## config.mk

```make
export PLATFORM = sky130hd
export DESIGN_NAME = hight_block_encrypt_flat
export DESIGN_NICKNAME = d
export VERILOG_FILES = /design/src/hight_pkg.sv /design/src/hight_pt_if.sv /design/src/hight_ct_if.sv /design/src/hight_cfg_if.sv /design/src/hight_keysched.sv /design/src/hight_round.sv /design/src/hight_block_encrypt.sv /design/src/flat_wrapper.sv
export SDC_FILE = /design/constraint.sdc
export NUM_CORES = 1
export LEC_CHECK = 0
export ABC_CLOCK_PERIOD_IN_PS = 7600
export BUFFER_PORTS_ARGS = -buffer_cell sky130_fd_sc_hd__buf_2
export CELL_PAD_IN_SITES_DETAIL_PLACEMENT = 1
export CELL_PAD_IN_SITES_GLOBAL_PLACEMENT = 1
export CORE_MARGIN = 3
export CORE_UTILIZATION = 47
export CTS_CLUSTER_DIAMETER = 40
export DETAILED_ROUTE_END_ITERATION = 12
export MAX_ROUTING_LAYER = met4
export PLACE_DENSITY = 0.92
export SLEW_MARGIN = 20
export SYNTH_ARGS = -nofsm -noshare
export SYNTH_HDL_FRONTEND = slang
export SYNTH_HIERARCHICAL = 1
export SYNTH_SLANG_ARGS = --single-unit
```

## constraint.sdc

```tcl
create_clock -name clk -period 7.6 [get_ports clk]
set_input_delay 0.38 -clock clk [delete_from_list [all_inputs] [get_ports clk]]
set_output_delay 0.38 -clock clk [all_outputs]
set_load 0.01 [all_outputs]
```

## src/hight_pkg.sv

```systemverilog
// Package for the HIGHT encryption core: types, constants and byte functions.
// Used by hight_cfg_if, the key schedule, the round unit and the top level.
// Depends on nothing.
package hight_pkg;

  localparam int BLOCK_W   = 64;
  localparam int KEY_W     = 128;
  localparam int CFG_IDX_W = 8;
  localparam int ROUND_W   = 5;

  localparam logic [ROUND_W-1:0] LAST_ROUND = 5'd31;
  localparam logic [6:0]         DELTA_SEED = 7'h5A;

  localparam logic [CFG_IDX_W-1:0] CFG_KEY_LOW  = 8'd0;
  localparam logic [CFG_IDX_W-1:0] CFG_KEY_HIGH = 8'd1;

  typedef logic [3:0][7:0] hight_sk_t;

  typedef enum logic {
    ST_IDLE,
    ST_ROUND
  } hight_state_t;

  typedef struct packed {
    logic start;
    logic advance;
  } hight_ks_ctrl_t;

  function automatic logic [7:0] rol8(input logic [7:0] x, input logic [2:0] n);
    logic [15:0] d;
    d = {x, x} << n;
    return d[15:8];
  endfunction

  function automatic logic [7:0] f0(input logic [7:0] x);
    return rol8(x, 3'd1) ^ rol8(x, 3'd2) ^ rol8(x, 3'd7);
  endfunction

  function automatic logic [7:0] f1(input logic [7:0] x);
    return rol8(x, 3'd3) ^ rol8(x, 3'd4) ^ rol8(x, 3'd6);
  endfunction

  function automatic logic [7:0] mk_byte(input logic [KEY_W-1:0] key, input logic [3:0] idx);
    return key[{idx, 3'b000} +: 8];
  endfunction

  function automatic logic [6:0] lfsr_next(input logic [6:0] d);
    return {d[3] ^ d[0], d[6:1]};
  endfunction

endpackage

```

## src/hight_pt_if.sv

```systemverilog
// Plaintext request channel: valid, ready and one 64-bit block.
// Depends on hight_pkg for the block width.
interface hight_pt_if;
  logic                          valid;
  logic                          ready;
  logic [hight_pkg::BLOCK_W-1:0] plaintext;

  modport source (output valid, output plaintext, input ready);
  modport sink (input valid, input plaintext, output ready);
endinterface

```

## src/hight_ct_if.sv

```systemverilog
// Ciphertext request channel: valid, ready and one 64-bit block.
// Depends on hight_pkg for the block width.
interface hight_ct_if;
  logic                          valid;
  logic                          ready;
  logic [hight_pkg::BLOCK_W-1:0] ciphertext;

  modport source (output valid, output ciphertext, input ready);
  modport sink (input valid, input ciphertext, output ready);
endinterface

```

## src/hight_cfg_if.sv

```systemverilog
// Configuration write channel: valid, ready, register index and write data.
// Depends on hight_pkg for index and data widths.
interface hight_cfg_if;
  logic                            valid;
  logic                            ready;
  logic [hight_pkg::CFG_IDX_W-1:0] index;
  logic [hight_pkg::BLOCK_W-1:0]   data;

  modport source (output valid, output index, output data, input ready);
  modport sink (input valid, input index, input data, output ready);
endinterface

```

## src/hight_keysched.sv

```systemverilog
// Subkey generator: delta LFSR stepped four times per round and the four
// subkeys of the current round from the master key. Depends on hight_pkg.
module hight_keysched (
  input  logic                               clk,
  input  logic                               rst,
  input  hight_pkg::hight_ks_ctrl_t          ctrl,
  input  logic [hight_pkg::KEY_W-1:0]        key,
  input  logic [hight_pkg::ROUND_W-1:0]      round,
  output hight_pkg::hight_sk_t               sk
);

  logic [6:0]      lfsr;
  logic [3:0][6:0] delta;
  logic [6:0]      lfsr_next4;

  always_comb begin
    delta[0] = lfsr;
    delta[1] = hight_pkg::lfsr_next(delta[0]);
    delta[2] = hight_pkg::lfsr_next(delta[1]);
    delta[3] = hight_pkg::lfsr_next(delta[2]);
    lfsr_next4 = hight_pkg::lfsr_next(delta[3]);
  end

  // subkey 4r+k: block i = r/4, position j = 4*(r%4)+k; byte ((j%8 - i) % 8) + 8*(j/8)
  always_comb begin
    for (int k = 0; k < 4; k++) begin
      logic [2:0] lo;
      lo = {round[0], 2'(k)} - round[4:2];
      sk[k] = hight_pkg::mk_byte(key, {round[1], lo}) + {1'b0, delta[k]};
    end
  end

  always_ff @(posedge clk) begin
    if (rst) begin
      lfsr <= hight_pkg::DELTA_SEED;
    end else if (ctrl.start) begin
      lfsr <= hight_pkg::DELTA_SEED;
    end else if (ctrl.advance) begin
      lfsr <= lfsr_next4;
    end
  end

endmodule

```

## src/hight_round.sv

```systemverilog
// Shared HIGHT round unit: one rotating round, or the last round with the
// final whitening folded in. Depends on hight_pkg for F0, F1 and types.
module hight_round (
  input  logic [hight_pkg::BLOCK_W-1:0] x,
  input  hight_pkg::hight_sk_t          sk,
  input  logic [31:0]                   wk,
  input  logic                          last,
  output logic [hight_pkg::BLOCK_W-1:0] y
);

  logic [7:0][7:0] xb;
  logic [7:0][7:0] yb;
  logic [7:0]      n1, n3, n5, n7;

  assign xb = x;

  always_comb begin
    n1 = xb[1] + (hight_pkg::f1(xb[0]) ^ sk[0]);
    n3 = xb[3] ^ (hight_pkg::f0(xb[2]) + sk[1]);
    n5 = xb[5] + (hight_pkg::f1(xb[4]) ^ sk[2]);
    n7 = xb[7] ^ (hight_pkg::f0(xb[6]) + sk[3]);
    if (last) begin
      yb[0] = xb[0] + wk[7:0];
      yb[1] = n1;
      yb[2] = xb[2] ^ wk[15:8];
      yb[3] = n3;
      yb[4] = xb[4] + wk[23:16];
      yb[5] = n5;
      yb[6] = xb[6] ^ wk[31:24];
      yb[7] = n7;
    end else begin
      yb[0] = n7;
      yb[1] = xb[0];
      yb[2] = n1;
      yb[3] = xb[2];
      yb[4] = n3;
      yb[5] = xb[4];
      yb[6] = n5;
      yb[7] = xb[6];
    end
  end

  assign y = yb;

endmodule

```

## src/hight_block_encrypt.sv

```systemverilog
// HIGHT-64/128 encryption core top level: key registers, sequencer and
// output register. Depends on hight_pkg, the three channel interfaces,
// hight_keysched and hight_round.
//
//   channel  role    payload
//   cfg      sink    index, data (key_low = 0, key_high = 1)
//   pt       sink    plaintext, 64 bits
//   ct       source  ciphertext, 64 bits
//
// A block is whitened as its request is taken (initial whitening), then makes 32
// passes through the one round unit, the last one with final whitening.
// The result sits in an output register; pt is ready again right after.
// A stalled ct holds the final round until the previous result is taken.
// Reset clears the key, the sequencer and the output valid; no sweep.
module hight_block_encrypt (
  input logic       clk,
  input logic       rst,
  hight_cfg_if.sink cfg,
  hight_pt_if.sink  pt,
  hight_ct_if.source ct
);

  logic [hight_pkg::BLOCK_W-1:0] key_low;
  logic [hight_pkg::BLOCK_W-1:0] key_high;
  logic [hight_pkg::KEY_W-1:0]   key;

  hight_pkg::hight_state_t       state, state_next;
  logic [hight_pkg::ROUND_W-1:0] round;
  logic [hight_pkg::BLOCK_W-1:0] x;
  logic [hight_pkg::BLOCK_W-1:0] x_white;
  logic [hight_pkg::BLOCK_W-1:0] y;
  logic [hight_pkg::BLOCK_W-1:0] result;
  logic                          result_valid;

  logic [7:0][7:0]               pb;
  logic [7:0][7:0]               wb;
  logic                          last;
  logic                          stall;
  logic                          accept;
  logic                          finish;
  hight_pkg::hight_ks_ctrl_t     ks_ctrl;
  hight_pkg::hight_sk_t          sk;

  assign key = {key_high, key_low};

  assign cfg.ready = 1'b1;

  always_ff @(posedge clk) begin
    if (rst) begin
      key_low  <= '0;
      key_high <= '0;
    end else if (cfg.valid) begin
      case (cfg.index)
        hight_pkg::CFG_KEY_LOW:  key_low  <= cfg.data;
        hight_pkg::CFG_KEY_HIGH: key_high <= cfg.data;
        default: ;
      endcase
    end
  end

  // initial whitening with MK12..MK15
  assign pb = pt.plaintext;
  always_comb begin
    wb    = pb;
    wb[0] = pb[0] + hight_pkg::mk_byte(key, 4'd12);
    wb[2] = pb[2] ^ hight_pkg::mk_byte(key, 4'd13);
    wb[4] = pb[4] + hight_pkg::mk_byte(key, 4'd14);
    wb[6] = pb[6] ^ hight_pkg::mk_byte(key, 4'd15);
  end
  assign x_white = wb;

  assign last   = (round == hight_pkg::LAST_ROUND);
  assign stall  = (state == hight_pkg::ST_ROUND) && last && result_valid && !ct.ready;
  assign accept = pt.valid && pt.ready;
  assign finish = (state == hight_pkg::ST_ROUND) && last && !stall;

  always_comb begin
    state_next = state;
    case (state)
      hight_pkg::ST_IDLE:  if (accept) state_next = hight_pkg::ST_ROUND;
      hight_pkg::ST_ROUND: if (finish) state_next = hight_pkg::ST_IDLE;
      default:             state_next = hight_pkg::ST_IDLE;
    endcase
  end

  always_comb begin
    pt.ready        = 1'b0;
    ks_ctrl.start   = 1'b0;
    ks_ctrl.advance = 1'b0;
    case (state)
      hight_pkg::ST_IDLE: begin
        pt.ready      = 1'b1;
        ks_ctrl.start = pt.valid;
      end
      hight_pkg::ST_ROUND: begin
        ks_ctrl.advance = !stall;
      end
      default: ;
    endcase
  end

  always_ff @(posedge clk) begin
    if (rst) begin
      state <= hight_pkg::ST_IDLE;
      round <= '0;
    end else begin
      state <= state_next;
      if (accept) begin
        round <= '0;
      end else if (state == hight_pkg::ST_ROUND && !stall) begin
        round <= round + 1'b1;
      end
    end
  end

  always_ff @(posedge clk) begin
    if (accept) begin
      x <= x_white;
    end else if (state == hight_pkg::ST_ROUND && !stall) begin
      x <= y;
    end
  end

  always_ff @(posedge clk) begin
    if (rst) begin
      result_valid <= 1'b0;
    end else if (finish) begin
      result_valid <= 1'b1;
    end else if (ct.ready) begin
      result_valid <= 1'b0;
    end
  end

  always_ff @(posedge clk) begin
    if (finish) begin
      result <= y;
    end
  end

  assign ct.valid      = result_valid;
  assign ct.ciphertext = result;

  hight_keysched u_keysched (
    .clk   (clk),
    .rst   (rst),
    .ctrl  (ks_ctrl),
    .key   (key),
    .round (round),
    .sk    (sk)
  );

  // final whitening with MK0..MK3
  hight_round u_round (
    .x    (x),
    .sk   (sk),
    .wk   (key_low[31:0]),
    .last (last),
    .y    (y)
  );

`ifndef SYNTH
  a_start_round0: assert property (@(posedge clk) disable iff (rst)
    accept |=> (state == hight_pkg::ST_ROUND) && (round == '0))
    else $error("round counter not cleared on new block");

  a_idle_round0: assert property (@(posedge clk) disable iff (rst)
    (state == hight_pkg::ST_IDLE) |-> (round == '0))
    else $error("round counter nonzero while idle");

  a_finish_result: assert property (@(posedge clk) disable iff (rst)
    finish |=> ct.valid && (state == hight_pkg::ST_IDLE))
    else $error("finished block not presented");

  a_no_early_exit: assert property (@(posedge clk) disable iff (rst)
    (state == hight_pkg::ST_ROUND) && !last |=> (state == hight_pkg::ST_ROUND))
    else $error("left round loop early");
`endif

endmodule

```

## src/flat_wrapper.sv

```systemverilog
// flat-port wrapper written by rule: the top's interface ports become plain ports
module hight_block_encrypt_flat 
  (clk, rst, cfg_valid, cfg_index, cfg_data, cfg_ready, pt_valid, pt_plaintext, pt_ready, ct_valid, ct_ciphertext, ct_ready);
  hight_cfg_if cfg_i ();
  hight_pt_if pt_i ();
  hight_ct_if ct_i ();
  input logic clk;
  input logic rst;
  input wire logic [$bits(cfg_i.valid)-1:0] cfg_valid;
  input wire logic [$bits(cfg_i.index)-1:0] cfg_index;
  input wire logic [$bits(cfg_i.data)-1:0] cfg_data;
  output wire logic [$bits(cfg_i.ready)-1:0] cfg_ready;
  input wire logic [$bits(pt_i.valid)-1:0] pt_valid;
  input wire logic [$bits(pt_i.plaintext)-1:0] pt_plaintext;
  output wire logic [$bits(pt_i.ready)-1:0] pt_ready;
  output wire logic [$bits(ct_i.valid)-1:0] ct_valid;
  output wire logic [$bits(ct_i.ciphertext)-1:0] ct_ciphertext;
  input wire logic [$bits(ct_i.ready)-1:0] ct_ready;
  assign cfg_i.valid = cfg_valid;
  assign cfg_i.index = cfg_index;
  assign cfg_i.data = cfg_data;
  assign cfg_ready = cfg_i.ready;
  assign pt_i.valid = pt_valid;
  assign pt_i.plaintext = pt_plaintext;
  assign pt_ready = pt_i.ready;
  assign ct_valid = ct_i.valid;
  assign ct_ciphertext = ct_i.ciphertext;
  assign ct_i.ready = ct_ready;
  hight_block_encrypt u_core (.clk(clk), .rst(rst), .cfg(cfg_i), .pt(pt_i), .ct(ct_i));
endmodule
```

==> results.toml <==
[run_status]
outcome = "finished, final reports clean"

[clock_network]
clock_sinks = 270
holdBufCountCts = 0
numCtsBuffers = 41
cts_tree = "yes"
htreeDepth = 2
post-cts-setup-buffer-count = 0
clock_latency_ns = 0.57
cts-root-buf = "clkbuf_16"
cts.path.max_buffers = 3
clk_pin_slew_worst_paths_ns = 0.06
postCtsResizedCells = 0

[grt]
met3_usage_pct = 6.241
grt_pass1_vias = 16797
grt_pass1_wl_mm = 105.7
met2_usage_pct = 54.04
grt.busiest_layer = "met2"
grt_max_degree = 96
grt.overflow.total = 0
antenna_found_initial = 5
grt_usage_pct = 34.04
use_met1_pct = 41.66

[setup_path]
worstSetupEndpointType = "register"
cp_max_fo = 95
critPathRequiredTime_ns = 8.03
cpPeakStageDelay_ns = 0.73
cpMaxStageDelayCell = "dfxtp_4"
start_kind = "register"
rr_worst_depth = 22
cp_cell_sequence = "buf_12 -> mux4_2 -> nand2_1 -> o21ai_0 -> mux4_2 -> ha_1 -> inv_1 -> fa_1 -> nor2b_1 -> o21ai_0 -> a21boi_0 -> o21a_1 -> nor2_1 -> xnor2_1 -> ha_1 -> xor2_1 -> and3_1 -> a211o_1 -> a211o_1 -> o21ai_2 -> a211oi_1 -> nand3_1"
arrival_ns = 6.68
worstSetupPathType = "register to register"

[yosys]
ys_warn_count = 6
seq_area_frac_synth_pct = 35.23
yosysTopAreaCellShare_pct = 20.25
yosysUniqueCellTypes = 69
avgSynthCellArea_sq_um = 9.773
syn_inst = 1942
synthArstFlopShare_pct = 0
synth_top_area_cell = "edfxtp_1"
synth.ff_latch_count = 270
synth-main-ff-cell = "dfxtp_1"
synth_area_leaders = "edfxtp_1, dfxtp_1, mux4_2"
syn_nets = 2184
synth_edf_count = 128
syn_area_sq_um = 18980

[route]
post-route-drc-count = 0
wl_per_cell_um = 27.22
vias = 16271
first_pass_iters = 5
ant_nets = 0
drt_iter0_markers = 1388
wl_mm = 71.67
vias_per_cell = 6.180

[job]
cap_violations = 0

[sta]
tightestPinTransition_ns = 1.004
fin_crit_ns = 6.244
rsz0062_at_grt = "no"
hold_viol = 0
fmax_ghz = 0.1601
finalSetupViolCount = 0
maxSlewHeadroom_pct = 33.07
post-route-period-util_pct = 82.16
finClkSkew_ns = 0.02370
slew_violations = 0
layout_setup_ws_ns = 1.356
fin_tns_setup_ns = 0

[finish]
drive_above_1_share_pct = 21.83
layout.nets = 2322
area_growth_pct = 13.31
final_util_pct = 54.75

[die]
die_h_um = 207.0
core_area_sq_um = 39280
io_pins = 208
die_w_um = 207.0
start_util_pct = 48.32
num_rows = 72
die_area_sq_um = 42830

[power_and_ir_drop]
power.density_nw_per_um2 = 418.5
power_leakage_nw = 7.865
finalPower_mw = 9.001
max-vdd-ir-drop_mv = 0.2181

[worst_hold_path]
min_delay_path_depth = 3
hp-class = "input pin to register"

[placed_design]
gp_congestion = 0.9864
dp_hpwl_mm = 53.73
port_buffers = 206
pre_cts_ws_ns = 1.681
-- sequential cells by signal, summed over array words and instances (netlist names) --
signal and flops:
u_core/ct.ciphertext 64, u_core/key_high 64, u_core/key_low 64, u_core/x 64
u_core/u_keysched/lfsr 7, u_core/round 5, u_core/ct.valid 1, u_core/state 1
-- report_power, final --
group	total [mW]	internal (mW)	switching (mW)
Sequential	2.30	2.01	0.293
Clock	1.94	1.21	0.733
Combinational	4.75	1.81	2.94
-- critical path: cells and delay by family, from the launching register on --
kind | cells | cell delay, ns
compound gates | 8 | 1.60
mux | 2 | 1.16
fa+ha+maj | 3 | 0.83
flops | 1 | 0.73
buf+inv | 2 | 0.61
simple gates | 5 | 0.61
xor+xnor | 2 | 0.45
-- per-stage QoR --
| stage | area (sq um) | cells | hold slack, ns |
|---|---|---|---|
| finish | 21510 | 2633 | 0.07269 |
| global route | 21510 | 2633 | 0.05845 |
| CTS | 21500 | 2630 | 0.04228 |
| detailed placement | 20100 | 2555 | 0.4735 |
| global placement | 20100 | 2555 | 0.4693 |
| floorplan | 18980 | 1942 | 0.4461 |
-- cells by family (layout without fill, tap and decap cells) --
kind of cell | after synthesis | count (layout) | synth area share, %
other | 1 | 4 | 0.01976
buffers and inverters | 164 | 334 | 4.654
adders and majority gates | 101 | 101 | 7.133
AOI/OAI and AO/OA | 384 | 384 | 12.66
xor gates and xnor gates | 202 | 202 | 9.440
DFF | 270 | 270 | 35.23
and+or+nand+nor | 590 | 590 | 13.20
muxes | 230 | 230 | 17.66
-- layer usage --
layer  part of all wire (%)  up-vias
li1                       -     7202
met1                     40     8229
met2                     47      634
met3                    7.0      206
met4                    5.8        0
met5                      0        -
-- path summary, 6_finish.rpt --
| path | start | endpoint | slack, ns |
|---|---|---|---|
| worst min register to register | u_core/key_high[27]$_SDFFE_PP0P_ | u_core/key_high[27]$_SDFFE_PP0P_ | 0.49 |
| worst max register to register | u_core/round[2]$_SDFFE_PP0P_ | u_core/x[38]$_DFFE_PP_ | 1.36 |
| worst min-delay path | cfg_data[44] | u_core/key_high[44]$_SDFFE_PP0P_ | 0.07 |
| worst max-delay path | u_core/round[2]$_SDFFE_PP0P_ | u_core/x[38]$_DFFE_PP_ | 1.36 |
-- Yosys cell counts (35+ instances only) --
library cell and number:
a21oi_1 154, ha_1 89, o21ai_0 75, dfxtp_1 142, edfxtp_1 128, mux2i_1 129
clkbuf_1 56, nand2_1 429, mux4_2 82, xor2_1 54, inv_1 35, xnor2_1 145
a21oi_2 47, nor2_1 66
-- final cells by class --
cell class,count,area (sq um)
Multi-Input combinational cell,1508,11450
Inverter,36,135.1
Timing Repair Buffer,223,1174
Sequential cell,270,6693
Fill cell,4418,17770
Clock inverter,20,247.7
Tap cell,518,648.1
Clock buffer,55,1147
Antenna cell,3,7.507
-- cells in the final DEF, fill, tap and decap left out, types with 5 or more instances in the layout --
cell type  Yosys  routed
edfxtp_1     128     128
a21o_1        28      28
clkbuf_16      0      42
buf_2         25     205
nand2b_1      11      10
a211oi_1      15      15
and3_1         6       6
ha_1          89      88
a31oi_1        6       6
a21oi_1      154     154
o21ai_0       75      75
buf_4         13      17
inv_6          0       5
mux2_2        19      19
nor2b_1        8       7
fa_1          12      12
mux4_2        82      82
nor2_1        66      66
mux2i_1      129     129
o21bai_1       7       7
xnor2_1      145     145
nand3_1       12      12
inv_1         35      34
clkbuf_1      56       7
xor2_1        54      54
nor3b_1       10      10
o211ai_1      13      13
nor3_1        19      19
dfxtp_1      142     139
a21oi_2       47      47
nand2_1      429     428
o21a_1         5       5
Note: power is estimated with default switching activity, not from simulation.
